===== src/hw/rtl/avo_pkg.sv =====
// Shared widths, register indexes and state types for the three-axis averager.
package avo_pkg;

   // Fixed field widths
   localparam int IN_W     = 16;
   localparam int LEVEL_W  = 25;
   localparam int BASE_W   = 24;
   localparam int CNT_W    = 11;
   localparam int CSR_ADDR_W = 2;

   // Configuration register indexes
   localparam logic [CSR_ADDR_W-1:0] CSR_SAMPLE_COUNT   = 2'd0;
   localparam logic [CSR_ADDR_W-1:0] CSR_CALIBRATE_MODE = 2'd1;

   // Axis sequencing in the back end
   localparam logic [1:0] AXIS_FIRST = 2'd0;
   localparam logic [1:0] AXIS_LAST  = 2'd2;

   // Back-end sequencer states
   typedef enum logic [1:0] {
      BK_IDLE,
      BK_LOAD,
      BK_DIV,
      BK_OUT
   } back_state_type;

endpackage


===== src/hw/rtl/avo_div.sv =====
// Restoring unsigned divider, one quotient bit per cycle.
module avo_div #(
   parameter int DIV_W  = 35,
   parameter int DVSR_W = 12
) (
   input  logic              clock,
   input  logic              reset,
   input  logic              start,
   input  logic [DIV_W-1:0]  dividend,
   input  logic [DVSR_W-1:0] divisor,
   output logic              done,
   output logic [DIV_W-1:0]  quotient
);

   localparam int CW = $clog2(DIV_W + 1);

   logic [DIV_W-1:0]  quo_ff, quo_in;
   logic [DVSR_W-1:0] rem_ff, rem_in;
   logic [DVSR_W-1:0] dvsr_ff;
   logic [CW-1:0]     cnt_ff, cnt_in;
   logic              run_ff, run_in;
   logic              done_ff, done_in;
   logic [DVSR_W:0]   trial;
   logic [DVSR_W:0]   diff;
   logic              ge;

   // Trial subtract of the shifted remainder
   assign trial = {rem_ff, quo_ff[DIV_W-1]};
   assign ge    = trial >= {1'b0, dvsr_ff};
   assign diff  = trial - {1'b0, dvsr_ff};

   always_comb begin
      quo_in  = quo_ff;
      rem_in  = rem_ff;
      cnt_in  = cnt_ff;
      run_in  = run_ff;
      done_in = 1'b0;
      if (start) begin
         quo_in = dividend;
         rem_in = '0;
         cnt_in = CW'(DIV_W);
         run_in = 1'b1;
      end else if (run_ff) begin
         quo_in = {quo_ff[DIV_W-2:0], ge};
         rem_in = ge ? diff[DVSR_W-1:0] : trial[DVSR_W-1:0];
         cnt_in = cnt_ff - 1'b1;
         if (cnt_ff == CW'(1)) begin
            run_in  = 1'b0;
            done_in = 1'b1;
         end
      end
   end

   always_ff @(posedge clock) begin
      if (reset) begin
         run_ff  <= 1'b0;
         done_ff <= 1'b0;
         cnt_ff  <= '0;
      end else begin
         run_ff  <= run_in;
         done_ff <= done_in;
         cnt_ff  <= cnt_in;
      end
      quo_ff <= quo_in;
      rem_ff <= rem_in;
      if (start) begin
         dvsr_ff <= divisor;
      end
   end

   assign done     = done_ff;
   assign quotient = quo_ff;

endmodule


===== src/hw/rtl/avo_queue.sv =====
// Two-entry queue of closed blocks between the accumulator and the divide back end.
module avo_queue #(
   parameter int WIDTH = 90
) (
   input  logic             clock,
   input  logic             reset,
   input  logic             push,
   input  logic [WIDTH-1:0] push_data,
   output logic             full,
   input  logic             pop,
   output logic             valid,
   output logic [WIDTH-1:0] pop_data
);

   logic [WIDTH-1:0] entry_ff [2];
   logic             wr_ptr_ff, rd_ptr_ff;
   logic [1:0]       count_ff;

   assign full     = count_ff == 2'd2;
   assign valid    = count_ff != 2'd0;
   assign pop_data = entry_ff[rd_ptr_ff];

   // Pointers and fill level
   always_ff @(posedge clock) begin
      if (reset) begin
         wr_ptr_ff <= 1'b0;
         rd_ptr_ff <= 1'b0;
         count_ff  <= 2'd0;
      end else begin
         if (push) begin
            wr_ptr_ff <= ~wr_ptr_ff;
         end
         if (pop) begin
            rd_ptr_ff <= ~rd_ptr_ff;
         end
         if (push && !pop) begin
            count_ff <= count_ff + 2'd1;
         end else if (pop && !push) begin
            count_ff <= count_ff - 2'd1;
         end
      end
   end

   // Entry storage
   always_ff @(posedge clock) begin
      if (push) begin
         entry_ff[wr_ptr_ff] <= push_data;
      end
   end

endmodule


===== src/hw/rtl/avo_front.sv =====
// Front end: accepts samples, accumulates three sums and closes blocks into the queue.
module avo_front #(
   parameter int MAX_SAMPLES = 1024,
   parameter int SUM_W       = 26,
   parameter int Q_W         = 3 * 26 + 11 + 1
) (
   input  logic                     clock,
   input  logic                     reset,
   input  logic                     req_fire,
   input  logic [avo_pkg::IN_W-1:0] accel_x,
   input  logic [avo_pkg::IN_W-1:0] accel_y,
   input  logic [avo_pkg::IN_W-1:0] accel_z,
   input  logic [avo_pkg::CNT_W-1:0] sample_count,
   input  logic                     calibrate_mode,
   output logic                     push,
   output logic [Q_W-1:0]           push_data
);

   localparam int CNT_W = avo_pkg::CNT_W;

   logic signed [SUM_W-1:0] sum_x_ff, sum_y_ff, sum_z_ff;
   logic signed [SUM_W-1:0] sum_x_in, sum_y_in, sum_z_in;
   logic [CNT_W-1:0]        taken_ff, taken_in;
   logic [CNT_W-1:0]        n_eff;
   logic signed [avo_pkg::IN_W-1:0] x_s, y_s, z_s;
   logic                    close;

   assign x_s = accel_x;
   assign y_s = accel_y;
   assign z_s = accel_z;

   // Effective block length: zero acts as one, clamp at the maximum
   always_comb begin
      if (sample_count == '0) begin
         n_eff = CNT_W'(1);
      end else if (32'(sample_count) > 32'(MAX_SAMPLES)) begin
         n_eff = CNT_W'(MAX_SAMPLES);
      end else begin
         n_eff = sample_count;
      end
   end

   // Accumulate and detect the end of a block
   assign sum_x_in = sum_x_ff + SUM_W'(x_s);
   assign sum_y_in = sum_y_ff + SUM_W'(y_s);
   assign sum_z_in = sum_z_ff + SUM_W'(z_s);
   assign taken_in = taken_ff + 1'b1;
   assign close    = taken_in >= n_eff;

   assign push      = req_fire && close;
   assign push_data = {calibrate_mode, n_eff, sum_z_in, sum_y_in, sum_x_in};

   always_ff @(posedge clock) begin
      if (reset) begin
         sum_x_ff <= '0;
         sum_y_ff <= '0;
         sum_z_ff <= '0;
         taken_ff <= '0;
      end else if (req_fire) begin
         if (close) begin
            sum_x_ff <= '0;
            sum_y_ff <= '0;
            sum_z_ff <= '0;
            taken_ff <= '0;
         end else begin
            sum_x_ff <= sum_x_in;
            sum_y_ff <= sum_y_in;
            sum_z_ff <= sum_z_in;
            taken_ff <= taken_in;
         end
      end
   end

endmodule


===== src/hw/rtl/avo_back.sv =====
// Back end: divides each sum, applies or stores the baseline, holds the result register.
module avo_back #(
   parameter int SUM_W     = 26,
   parameter int FRAC_BITS = 8,
   parameter int Q_W       = 3 * 26 + 11 + 1
) (
   input  logic                         clock,
   input  logic                         reset,
   input  logic                         q_valid,
   input  logic [Q_W-1:0]               q_data,
   output logic                         q_pop,
   output logic                         rsp_valid,
   input  logic                         rsp_ready,
   output logic [avo_pkg::LEVEL_W-1:0]  level_x,
   output logic [avo_pkg::LEVEL_W-1:0]  level_y,
   output logic [avo_pkg::LEVEL_W-1:0]  level_z,
   output logic                         is_baseline
);

   localparam int CNT_W   = avo_pkg::CNT_W;
   localparam int LEVEL_W = avo_pkg::LEVEL_W;
   localparam int BASE_W  = avo_pkg::BASE_W;
   localparam int DIV_W   = SUM_W + FRAC_BITS + 1;
   localparam int DVSR_W  = CNT_W + 1;

   avo_pkg::back_state_type state_ff, state_in;

   logic signed [SUM_W-1:0]   job_sum_ff [3];
   logic [CNT_W-1:0]          job_n_ff;
   logic                      job_mode_ff;
   logic [1:0]                axis_ff;
   logic                      neg_ff;
   logic signed [LEVEL_W-1:0] avg_ff [3];
   logic signed [BASE_W-1:0]  base_ff [3];
   logic [LEVEL_W-1:0]        lvl_ff [3];
   logic                      is_base_ff;
   logic                      rsp_valid_ff;

   logic                      div_start, div_done;
   logic [DIV_W-1:0]          dividend, quotient;
   logic signed [SUM_W-1:0]   cur_sum;
   logic [SUM_W-1:0]          mag;
   logic                      cur_neg;
   logic [LEVEL_W-1:0]        q_low;
   logic                      out_load;
   logic                      out_free;

   // Sign and magnitude of the axis sum, scaled numerator with half-step rounding
   assign cur_sum  = job_sum_ff[axis_ff];
   assign cur_neg  = cur_sum[SUM_W-1];
   assign mag      = cur_neg ? SUM_W'(-cur_sum) : SUM_W'(cur_sum);
   assign dividend = (DIV_W'(mag) << (FRAC_BITS + 1)) + DIV_W'(job_n_ff);
   assign q_low    = quotient[LEVEL_W-1:0];
   assign out_free = !rsp_valid_ff || rsp_ready;

   avo_div #(
      .DIV_W  (DIV_W),
      .DVSR_W (DVSR_W)
   ) u_div (
      .clock    (clock),
      .reset    (reset),
      .start    (div_start),
      .dividend (dividend),
      .divisor  ({job_n_ff, 1'b0}),
      .done     (div_done),
      .quotient (quotient)
   );

   // Next state
   always_comb begin
      state_in = state_ff;
      unique case (state_ff)
         avo_pkg::BK_IDLE: begin
            if (q_valid) begin
               state_in = avo_pkg::BK_LOAD;
            end
         end
         avo_pkg::BK_LOAD: state_in = avo_pkg::BK_DIV;
         avo_pkg::BK_DIV: begin
            if (div_done) begin
               state_in = (axis_ff == avo_pkg::AXIS_LAST) ? avo_pkg::BK_OUT
                                                          : avo_pkg::BK_LOAD;
            end
         end
         avo_pkg::BK_OUT: begin
            if (out_free) begin
               state_in = avo_pkg::BK_IDLE;
            end
         end
         default: state_in = avo_pkg::BK_IDLE;
      endcase
   end

   // State outputs
   always_comb begin
      q_pop     = 1'b0;
      div_start = 1'b0;
      out_load  = 1'b0;
      unique case (state_ff)
         avo_pkg::BK_IDLE: q_pop     = q_valid;
         avo_pkg::BK_LOAD: div_start = 1'b1;
         avo_pkg::BK_DIV:  ;
         avo_pkg::BK_OUT:  out_load  = out_free;
         default: ;
      endcase
   end

   // Control registers
   always_ff @(posedge clock) begin
      if (reset) begin
         state_ff     <= avo_pkg::BK_IDLE;
         axis_ff      <= avo_pkg::AXIS_FIRST;
         rsp_valid_ff <= 1'b0;
         base_ff[0]   <= '0;
         base_ff[1]   <= '0;
         base_ff[2]   <= '0;
      end else begin
         state_ff <= state_in;
         if (q_pop) begin
            axis_ff <= avo_pkg::AXIS_FIRST;
         end else if (state_ff == avo_pkg::BK_DIV && div_done) begin
            axis_ff <= axis_ff + 2'd1;
         end
         if (out_load) begin
            rsp_valid_ff <= 1'b1;
         end else if (rsp_ready) begin
            rsp_valid_ff <= 1'b0;
         end
         if (out_load && job_mode_ff) begin
            for (int i = 0; i < 3; i++) begin
               base_ff[i] <= avg_ff[i][BASE_W-1:0];
            end
         end
      end
   end

   // Job, quotient and result payload
   always_ff @(posedge clock) begin
      if (q_pop) begin
         job_sum_ff[0] <= q_data[SUM_W-1:0];
         job_sum_ff[1] <= q_data[2*SUM_W-1:SUM_W];
         job_sum_ff[2] <= q_data[3*SUM_W-1:2*SUM_W];
         job_n_ff      <= q_data[3*SUM_W+CNT_W-1:3*SUM_W];
         job_mode_ff   <= q_data[3*SUM_W+CNT_W];
      end
      if (div_start) begin
         neg_ff <= cur_neg;
      end
      if (state_ff == avo_pkg::BK_DIV && div_done) begin
         avg_ff[axis_ff] <= neg_ff ? -q_low : q_low;
      end
      if (out_load) begin
         is_base_ff <= job_mode_ff;
         for (int i = 0; i < 3; i++) begin
            lvl_ff[i] <= job_mode_ff ? avg_ff[i] : avg_ff[i] - LEVEL_W'(base_ff[i]);
         end
      end
   end

   assign rsp_valid   = rsp_valid_ff;
   assign level_x     = lvl_ff[0];
   assign level_y     = lvl_ff[1];
   assign level_z     = lvl_ff[2];
   assign is_baseline = is_base_ff;

endmodule


===== src/hw/rtl/three_axis_average_offset_unit.sv =====
// Top level of the three-axis block averager with offset calibration.
//
//  channel | direction | handshake             | payload
//  req     | in        | req_tvalid/req_tready | tdata: accel_x, accel_y, accel_z
//  rsp     | out       | rsp_tvalid/rsp_tready | tdata: level_x/y/z, tuser: is_baseline
//  csr     | in        | csr_we                | csr_addr, csr_wdata
//
// The accumulator takes one sample per cycle while the block queue (two entries) has room.
// Each closed block passes through the back end, which uses the single shared bit-serial
// divider to handle the three axes in turn.
// Synchronous reset clears sums, counter, baseline, queue and the result valid flag.
// A stalled result holds in the output register while sampling continues up to the queue.
module three_axis_average_offset_unit #(
   parameter int MAX_SAMPLES = 1024,
   parameter int FRAC_BITS   = 8
) (
   input  logic                            clock,
   input  logic                            reset,
   input  logic                            req_tvalid,
   output logic                            req_tready,
   input  logic [47:0]                     req_tdata,  // accel_x, accel_y, accel_z
   output logic                            rsp_tvalid,
   input  logic                            rsp_tready,
   output logic [79:0]                     rsp_tdata,  // level_x, level_y, level_z, zero pad
   output logic                            rsp_tuser,  // is_baseline
   input  logic                            csr_we,
   input  logic [avo_pkg::CSR_ADDR_W-1:0]  csr_addr,
   input  logic [avo_pkg::CNT_W-1:0]       csr_wdata
);

   localparam int IN_W    = avo_pkg::IN_W;
   localparam int LEVEL_W = avo_pkg::LEVEL_W;
   localparam int CNT_W   = avo_pkg::CNT_W;
   localparam int SUM_W   = IN_W + $clog2(MAX_SAMPLES);
   localparam int Q_W     = 3 * SUM_W + CNT_W + 1;

   logic [CNT_W-1:0]   sample_count_ff;
   logic               calibrate_mode_ff;
   logic               req_fire;
   logic               q_push, q_full, q_pop, q_valid;
   logic [Q_W-1:0]     q_push_data, q_pop_data;
   logic [LEVEL_W-1:0] level_x, level_y, level_z;

   // Configuration registers
   always_ff @(posedge clock) begin
      if (reset) begin
         sample_count_ff   <= CNT_W'(1);
         calibrate_mode_ff <= 1'b0;
      end else if (csr_we) begin
         unique case (csr_addr)
            avo_pkg::CSR_SAMPLE_COUNT:   sample_count_ff   <= csr_wdata;
            avo_pkg::CSR_CALIBRATE_MODE: calibrate_mode_ff <= csr_wdata[0];
            default: ;
         endcase
      end
   end

   assign req_tready = !q_full;
   assign req_fire   = req_tvalid && req_tready;

   avo_front #(
      .MAX_SAMPLES (MAX_SAMPLES),
      .SUM_W       (SUM_W),
      .Q_W         (Q_W)
   ) u_front (
      .clock          (clock),
      .reset          (reset),
      .req_fire       (req_fire),
      .accel_x        (req_tdata[IN_W-1:0]),
      .accel_y        (req_tdata[2*IN_W-1:IN_W]),
      .accel_z        (req_tdata[3*IN_W-1:2*IN_W]),
      .sample_count   (sample_count_ff),
      .calibrate_mode (calibrate_mode_ff),
      .push           (q_push),
      .push_data      (q_push_data)
   );

   avo_queue #(
      .WIDTH (Q_W)
   ) u_queue (
      .clock     (clock),
      .reset     (reset),
      .push      (q_push),
      .push_data (q_push_data),
      .full      (q_full),
      .pop       (q_pop),
      .valid     (q_valid),
      .pop_data  (q_pop_data)
   );

   avo_back #(
      .SUM_W     (SUM_W),
      .FRAC_BITS (FRAC_BITS),
      .Q_W       (Q_W)
   ) u_back (
      .clock       (clock),
      .reset       (reset),
      .q_valid     (q_valid),
      .q_data      (q_pop_data),
      .q_pop       (q_pop),
      .rsp_valid   (rsp_tvalid),
      .rsp_ready   (rsp_tready),
      .level_x     (level_x),
      .level_y     (level_y),
      .level_z     (level_z),
      .is_baseline (rsp_tuser)
   );

   assign rsp_tdata = {5'b0, level_z, level_y, level_x};

endmodule

===== config.mk =====
export PLATFORM = sky130hd
export DESIGN_NAME = three_axis_average_offset_unit
export DESIGN_NICKNAME = d
export VERILOG_FILES = /design/src/hw/rtl/avo_pkg.sv /design/src/hw/rtl/avo_div.sv /design/src/hw/rtl/avo_queue.sv /design/src/hw/rtl/avo_front.sv /design/src/hw/rtl/avo_back.sv /design/src/hw/rtl/three_axis_average_offset_unit.sv
export SDC_FILE = /design/constraint.sdc
export NUM_CORES = 1
export LEC_CHECK = 0
export ABC_AREA = 1
export BUFFER_PORTS_ARGS = -buffer_cell sky130_fd_sc_hd__clkbuf_2
export CORE_MARGIN = 4
export CORE_UTILIZATION = 67
export CTS_CLUSTER_SIZE = 16
export DETAILED_ROUTE_END_ITERATION = 10
export MAX_ROUTING_LAYER = met4
export PLACE_DENSITY = 0.82
export SYNTH_ARGS = -nofsm -noshare
export SYNTH_HDL_FRONTEND = slang
export SYNTH_SLANG_ARGS = --single-unit

===== constraint.sdc =====
create_clock -name clock -period 26.3 [get_ports clock]
set_clock_uncertainty 0.15 [all_clocks]
set_input_delay 5.26 -clock clock [delete_from_list [all_inputs] [get_ports clock]]
set_output_delay 5.26 -clock clock [all_outputs]
set_load 0.05 [all_outputs]

==> results.md, run 1 <==
Cells and area:
- Measured on the finished design, the core utilization comes to 74.36%.
- The final-stage net count is 4121.
- The count of filler cells inserted in the layout is 3725.
- 0 antenna diodes ended up in the layout.
- The share of final-layout standard cells stronger than drive strength 1 is 12.80%.
- The area growth from synthesis to layout is 10.06%.

Clock tree:
- The quantity of hold-fixing buffers added after cts is 0.
- The CTS H-tree depth is 3.
- CTS placed an instance of sky130_fd_sc_hd__clkbuf_16 at the clock tree root.
- The TritonCTS clock tree is yes.
- The clock-pin slew reported for the worst setup and hold paths after clock tree synthesis is 0.06 ns.
- The buffer count from post-CTS setup fixing is 0.
- Counting along the longest clock path gives a buffer depth of 3.
- Once the clock tree was built, the resizer swapped 0 gates to a different size.
- The number of sinks driven by the clock tree is 673.
- The clock latency at the later pin of the worst-skew pair is 0.61 ns.
- TritonCTS created 69 clock buffers.

Synthesis:
- Yosys attributes the largest share of cell area to sky130_fd_sc_hd__edfxtp_1 46%, sky130_fd_sc_hd__nand2_1 8.0%, sky130_fd_sc_hd__dfxtp_1 7.5%.
- The share of synthesized area in the top cell type comes to 45.67%.
- The number of different library cells in the post-synthesis netlist is 55.
- The most frequent cell after synthesis is sky130_fd_sc_hd__nand2_1.
- The prevailing post-synth register cell is sky130_fd_sc_hd__edfxtp_1.
- During synthesis, Yosys emitted a total of 0 warnings.
- The biggest area consumer among synthesized cells is sky130_fd_sc_hd__edfxtp_1.
- The number of enable flip-flop cells after synthesis is 540.
- Sorting the synthesized cells by how often they occur yields 761 x sky130_fd_sc_hd__nand2_1, 540 x sky130_fd_sc_hd__edfxtp_1, 444 x sky130_fd_sc_hd__inv_1.
- The portion of the post-synthesis area used by sequential elements is 53.17%.
- The per-instance average area after synthesis is 9.527 um^2.
- The cell count after synthesis is 3727.
- The post-synthesis instance area is 0.03551 mm^2.
- The synthesized design contains 673 register bits.
- For this run, asynchronously set or reset flops after synthesis account for 0%.

Floorplan:
- The starting utilization of the core area is 67.57%.
- The die is 238.2 um wide.
- The number of primary I/O pins is 149.
- The row count is 84.
- The die is 238.2 um tall.
- The die covers 0.05674 mm^2.
- The region available for standard cell placement spans 0.05255 mm^2.

Timing:
- The relative max-transition margin is 22.44%.
- The final period demand of the worst path is 7.504 ns.
- The number of hold violations in the final report came to 0.
- Based on the critical path, the design can be clocked at up to 0.1333 GHz.
- The measured slew at the worst slew-check pin is 1.162 ns.
- The final-layout setup total negative slack is 0 ns.
- Setup repair after global routing left no endpoint under its margin.
- The total setup violations reported at the end of the flow is 0.
- The final number of max-transition violations is 0.
- After layout, the worst path uses 28.53% of the clock period.

Status:
- The flow ran to the end, and the final reports show no timing, DRC or antenna violations.

Detailed routing:
- The count of nets left with antenna violations once routing finished came out at 0.
- Dividing the detail-routed via count by the number of cells gives 5.747.
- After the first detailed-routing iteration, the DRC count stood at 1981.
- The number of vias in the routed layout is 26500.
- In the routed design, unresolved DRC markers number 0.
- The post-detailed-route wirelength per cell is 17.50 um.
- For this block, the routed nets add up to 80700 um of wire.
- The detailed-router iteration count before antenna repair is 5.

Min path:
- The worst hold path belongs to the class flip-flop to flip-flop.

Placement:
- The last weighted congestion value of the routability-driven placer is 0.9471.
- The placed wire-length estimate is 55670 um.
- The count of buffers inserted at the top-level ports is 143.

Worst setup path:
- The data arrival time of the worst path is 7.58 ns.
- STA puts the critical path data required time at 26.37 ns.
- The endpoint type of the worst setup path is a flip-flop.
- The category of the worst setup path launch point is a primary input.
- The critical path's slowest cell is sky130_fd_sc_hd__buf_4.
- In this run the worst path has a maximum fanout of 78.
- In this design, the stage delay of the slowest critical-path cell is 0.73 ns.
- Traced cell by cell, the critical path runs through clkbuf_2, inv_1, nand2_1, inv_1, nor2_4, buf_4, nand2_1, nand2_4, buf_4.
- The critical path is of the primary input to flip-flop type.
- The flop-to-flop setup slack is 21.39 ns.

Global routing:
- The number of global-route vias before repair is 25490.
- The initial antenna violation count is 0.
- The overflow left after global routing is 0.
- Entering global routing, the biggest net connects 104 pins.
- The first global-routing pass estimated 129300 um of wire.
- In the global route stage, overall resource usage came out at 29.02%.

Job:
- Across the run, the number of max-cap violations was 0.

Power and ir drop:
- In this run the power density over the cells is 98.28 mW/mm^2.
- The leakage component of the power is 16.32 nW.
- The worst ir drop on vdd is 0.00007104 V.
- Power comes to 3.841 mW.
-- final cells by class --
class	count	area [um^2]	area share, %
Inverter	453	1705	4.364
Clock buffer	89	1833	4.691
Tap cell	688	860.8	2.203
Sequential cell	673	18880	48.32
Clock inverter	37	376.6	0.9637
Timing Repair Buffer	163	868.3	2.222
Multi-Input combinational cell	2507	14550	37.24
-- kinds of logic after synthesis --
family	Yosys count	share of synthesized area [%]
AO/OA/AOI/OAI	632	9.845
XOR/XNOR	137	3.379
adder cells (fa/ha/maj)	188	6.794
buffers and inverters	551	6.110
flip-flops	673	53.17
multiplexers	90	2.854
other	1	0.01056
AND/OR/NAND/NOR	1455	17.84
-- critical path: cells and delay by family --
| family | cells | cell delay (ns) |
|---|---|---|
| buf+inv | 5 | 1.62 |
| simple gates | 4 | 0.54 |
-- state kept, by name, summed over array words and instances, names as in the netlist, 12 cells and up, named ones only --
name,flops
u_back.base_ff,72
u_back.u_div.quotient,35
u_queue.entry_ff,180
u_front.sum_z_ff,26
u_back.u_div.rem_ff,12
u_back.avg_ff,75
u_back.lvl_ff,75
u_front.sum_y_ff,26
u_back.job_sum_ff,78
u_front.sum_x_ff,26
-- power by group --
group	total, mW	switching [mW]	internal, mW
sequential	1.62	0.112	1.51
combinational	1.25	0.869	0.383
clock	0.966	0.410	0.556
-- per-layer routing --
metal / up-vias / wire length [um] / global-route usage (%)
met3: 216 / 4332 / 3.779
met5: - / 0 / -
met4: 0 / 3477 / 10.92
met1: 12450 / 33110 / 36.62
met2: 894 / 39770 / 48.46
li1: 12930 / - / -
-- cell usage in the layout, fill, tap and decap left out, types with 21 or more instances in the layout --
| cell | netlist | routed |
|---|---|---|
| sky130_fd_sc_hd__o21bai_1 | 23 | 23 |
| sky130_fd_sc_hd__or2_2 | 47 | 47 |
| sky130_fd_sc_hd__xnor2_1 | 50 | 50 |
| sky130_fd_sc_hd__nor2_1 | 279 | 271 |
| sky130_fd_sc_hd__clkbuf_2 | 0 | 142 |
| sky130_fd_sc_hd__nand3_1 | 173 | 172 |
| sky130_fd_sc_hd__dfxtp_1 | 133 | 132 |
| sky130_fd_sc_hd__buf_4 | 8 | 21 |
| sky130_fd_sc_hd__mux2_2 | 90 | 90 |
| sky130_fd_sc_hd__clkbuf_16 | 0 | 70 |
| sky130_fd_sc_hd__xor2_1 | 87 | 87 |
| sky130_fd_sc_hd__a21oi_1 | 294 | 294 |
| sky130_fd_sc_hd__inv_1 | 444 | 443 |
| sky130_fd_sc_hd__nand2_1 | 761 | 759 |
| sky130_fd_sc_hd__nor3_1 | 46 | 46 |
| sky130_fd_sc_hd__o21ai_0 | 197 | 197 |
| sky130_fd_sc_hd__nand2_2 | 40 | 41 |
| sky130_fd_sc_hd__ha_1 | 180 | 180 |
| sky130_fd_sc_hd__a31oi_1 | 21 | 21 |
| sky130_fd_sc_hd__edfxtp_1 | 540 | 540 |
-- worst paths after layout --
| check | from | endpoint | depth (start not counted) |
|---|---|---|---|
| max | rsp_tready | u_back.base_ff[0][50] | 9 |
| min | u_back.job_n_ff[2] | u_back.u_div.dvsr_ff[3] | 0 |
| max reg2reg | sample_count_ff[6] | u_queue.entry_ff[1][6] | 16 |
| min reg2reg | u_back.job_n_ff[2] | u_back.u_div.dvsr_ff[3] | 0 |
-- metrics by stage --
stage          instance area (um^2)  std cells  hold WS [ns]  worst slack, ns
2_1_floorplan                 35520       3731        0.2703            15.26
6_report                      39080       4610        0.3079            18.80
5_1_grt                       39080       4610        0.3282            18.56
3_5_place_dp                  36870       4484        0.2863            18.08
3_3_place_gp                  36870       4484        0.2754            18.15
4_1_cts                       39080       4610        0.3056            18.73
(Power assumes the default switching activity.)
==> inputs of run 2 (changes only) <==
--- a/config.mk
+++ b/config.mk
@@ -8,11 +8,11 @@
 export ABC_AREA = 1
 export BUFFER_PORTS_ARGS = -buffer_cell sky130_fd_sc_hd__clkbuf_2
 export CORE_MARGIN = 4
-export CORE_UTILIZATION = 67
+export CORE_UTILIZATION = 63
 export CTS_CLUSTER_SIZE = 16
 export DETAILED_ROUTE_END_ITERATION = 10
 export MAX_ROUTING_LAYER = met4
-export PLACE_DENSITY = 0.82
+export PLACE_DENSITY = 0.77
 export SYNTH_ARGS = -nofsm -noshare
 export SYNTH_HDL_FRONTEND = slang
 export SYNTH_SLANG_ARGS = --single-unit
==> constraint.sdc (replaced) <==
create_clock -name clock -period 7.7 [get_ports clock]
set_clock_uncertainty 0.15 [all_clocks]
set_input_delay 1.54 -clock clock [delete_from_list [all_inputs] [get_ports clock]]
set_output_delay 1.54 -clock clock [all_outputs]
set_load 0.05 [all_outputs]
==> run 2 against run 1 <==
  * Sequential cell count unchanged
  * Hold slack got worse by 0.0069 ns
  * Die area increased by 6.1%
  * Core utilization decreased by 3.3 points
  * Critical path depth increased by 6
  * Wire length decreased by 3.6%
  * First-iteration DRC count decreased by 15%
  * Sequential share of layout area decreased by 0.36 points
  * Cell count increased by 1.3%
  * Largest cell class unchanged
  * Power increased to 3.5 times the previous value
  * Via count decreased by 2.9%
==> results.md, run 2 (same netlist as run 1, synthesis figures left out) <==
Power and ir drop:
- Across the VDD grid, the largest voltage drop is 0.0002435 V.
- Summed over all cells, the static leakage comes to 16.42 nW.
- Dividing total power by cell area gives a power density of 338.1 mW/mm^2.

Global routing:
- The number of global-route vias before repair is 24770.
- In the global route stage, overall resource usage came out at 26.41%.
- After global routing the overflow that remains totals 0.
- The largest net degree at the start of global routing is 104.
- The first global-routing pass estimated 124900 um of wire.
- The initial antenna violation count was 0.

Timing:
- The relative max-transition margin is 21.45%.
- After routing, the total negative slack on setup checks comes to 0 ns.
- The final number of max-transition violations came to 0.
- The total setup violations reported at the end of the flow is 0.
- At the pin with the least slew margin, the transition time is 1.166 ns.
- The fmax is 0.2362 GHz.
- The worst path meets setup with 3.466 ns of slack.
- The number of hold violations in the final report is 0.
- The worst hold margin is 0.3010 ns.
- The final period demand of the worst path is 4.234 ns.
- Setup repair after global routing left no endpoint under its margin.
- The final critical-path share of the clock period is 54.99%.

Detailed routing:
- The number of design rule violations left after detail routing is 0.
- For this block, the via count after detailed routing is 25740.
- Dividing the detail-routed wire length by the instance count gives 16.65 um.
- The detailed-router iteration count before antenna repair is 5.
- For this block, the initial DRC count from the detailed router was 1692.
- The antenna violation net count after detailed routing is 0.
- In the routed layout, each cell is associated on average with a via count of 5.509.
- The detailed-route wire length is 77790 um.

Placement:
- At the placement stage, the worst setup path has a slack of 3.259 ns.
- The placed wire-length estimate is 54070 um.
- At the end of routability-driven placement, the weighted congestion stood at 0.9411.
- During placement, the flow inserted port buffers numbering 143.

Worst setup path:
- Across all register-to-register paths, the minimum setup slack is 3.47 ns.
- The class of the most critical setup path is flip-flop to flip-flop.
- The endpoint type of the worst setup path is a flip-flop.
- At the worst endpoint, the required time is 8.08 ns.
- The critical path startpoint is sample_count_ff[6].
- The category of the worst setup path launch point is a flip-flop.
- The data arrival time of the worst path is 4.62 ns.
- The startpoint identified for the worst register-to-register timing path is sample_count_ff[6].
- Of all nets on the critical path, the largest fanout is 64.

Cells and area:
- Relative to the synthesized area, the layout overhead comes to 10.87%.
- The final-stage net count is 4120.
- The library cell used most frequently in the layout, excluding fill and tap cells, is sky130_fd_sc_hd__nand2_1.
- The register ranked first by flip-flop count is u_queue.entry_ff.
- The share of final-layout standard cells stronger than drive strength 1 is 12.90%.
- The top cell types in the final layout, fill and taps aside, are 759 x sky130_fd_sc_hd__nand2_1, 540 x sky130_fd_sc_hd__edfxtp_1, 443 x sky130_fd_sc_hd__inv_1, 294 x sky130_fd_sc_hd__a21oi_1, 271 x sky130_fd_sc_hd__nor2_1.
- The count of filler cells inserted in the layout is 4088.
- The largest registers in the layout are u_queue.entry_ff: 180 flops, u_back.job_sum_ff: 78 flops.
- The flip-flop count of the largest register after layout is 180.
- The antenna cell count is 0.

Clock tree:
- After clock tree synthesis, the repair step resized 0 gates.
- Clock latency on the worst-skew pair, taken at its later pin, is 0.61 ns.
- After clock tree synthesis, the clock-pin slew on the worst setup and hold paths is 0.06 ns.
- The TritonCTS clock tree is yes.
- Clock tree synthesis inserted a total of 72 buffers.
- CTS built an H-tree with a depth of 3.
- Once the clock tree was built, the setup fixing pass inserted 0 buffers.
- In this run the clock root is driven by a sky130_fd_sc_hd__clkbuf_16.
- The number of sinks driven by the clock tree is 673.
- The quantity of hold-fixing buffers added after cts is 0.
- The number of buffers between clock root and the deepest sink is 3.

Status:
- The flow ran to the end, and the final reports show no timing, DRC or antenna violations.

Floorplan:
- For this configuration, the core starts out at a cell density of 64.08%.
- The floorplan step set the die width to 245.4 um.
- The number of primary I/O pins is 149.
- After floorplanning, the core was divided into 86 placement rows.
- The core area is 0.05542 mm^2.
- From bottom edge to top edge, the die measures 245.4 um.
- The die covers 0.06022 mm^2.

Min path:
- In this run the most critical hold path is launched from sample_count_ff[10].
- The worst min-delay path category is flip-flop to flip-flop.

Job:
- The tool flagged a number of max-cap violations equal to 0.
[run 2: cell count changes in the layout (fill, tap and decap cells not counted), moves of 3 or more]
cell,delta
sky130_fd_sc_hd__buf_4,-6
sky130_fd_sc_hd__bufinv_16,+3
sky130_fd_sc_hd__clkbuf_16,+5
sky130_fd_sc_hd__clkbuf_8,+3
sky130_fd_sc_hd__clkinv_1,-4
[run 2: final timing paths]
check	depth (start not counted)	to
max	15	u_front.sum_x_ff[19]
min	0	u_queue.entry_ff[0][88]
max reg2reg	15	u_front.sum_x_ff[19]
min reg2reg	0	u_queue.entry_ff[0][88]
[run 2: critical path: stages (launching register included)]
cell and delay (ns):
sky130_fd_sc_hd__dfxtp_1 0.32, sky130_fd_sc_hd__nor4_1 0.28, sky130_fd_sc_hd__nand3_1 0.11, sky130_fd_sc_hd__nor3_1 0.20, sky130_fd_sc_hd__nor2_1 0.11, sky130_fd_sc_hd__nor2_1 0.18
sky130_fd_sc_hd__inv_1 0.07, sky130_fd_sc_hd__ha_1 0.33, sky130_fd_sc_hd__a21oi_1 0.18, sky130_fd_sc_hd__o21ai_0 0.11, sky130_fd_sc_hd__a221oi_1 0.28, sky130_fd_sc_hd__nand2_1 0.15
sky130_fd_sc_hd__nor2_4 0.61, sky130_fd_sc_hd__buf_4 0.70, sky130_fd_sc_hd__nand2_1 0.15, sky130_fd_sc_hd__a21oi_1 0.17
[run 2: cell type report]
cell class	count	area, um^2	area share (%)
multi-input cells	2507	14560	36.98
flip-flops and latches	673	18880	47.96
clock inverters	33	417.9	1.061
repair buffers	159	863.3	2.193
inverters	453	1705	4.332
clock buffers	99	2007	5.098
well taps	748	935.9	2.377
[run 2: where the power goes]
part	internal, mW	switching, mW	total (mW)
logic	1.31	2.93	4.24
clock network	2.14	1.41	3.55
registers	5.16	0.364	5.52
[run 2: stage by stage]
step                      total power, mW  area (um^2)  cells  util, %
after CTS                           13.36        39370   4672    71.04
after global placement              9.685        36940   4540    66.67
after detailed placement            9.781        36940   4540    66.67
final                               13.31        39370   4672    71.04
after floorplan                     8.560        35530   3731        -
after global routing                14.04        39370   4672    71.04
[run 2: per-layer routing]
metal / routed length [um] / global-route usage [%] / share of wire, %
met4: 2949 / 9.561 / 3.8
met2: 37520 / 44.17 / 48
met3: 3375 / 3.249 / 4.3
met1: 33950 / 33.51 / 44
met5: 0 / - / 0
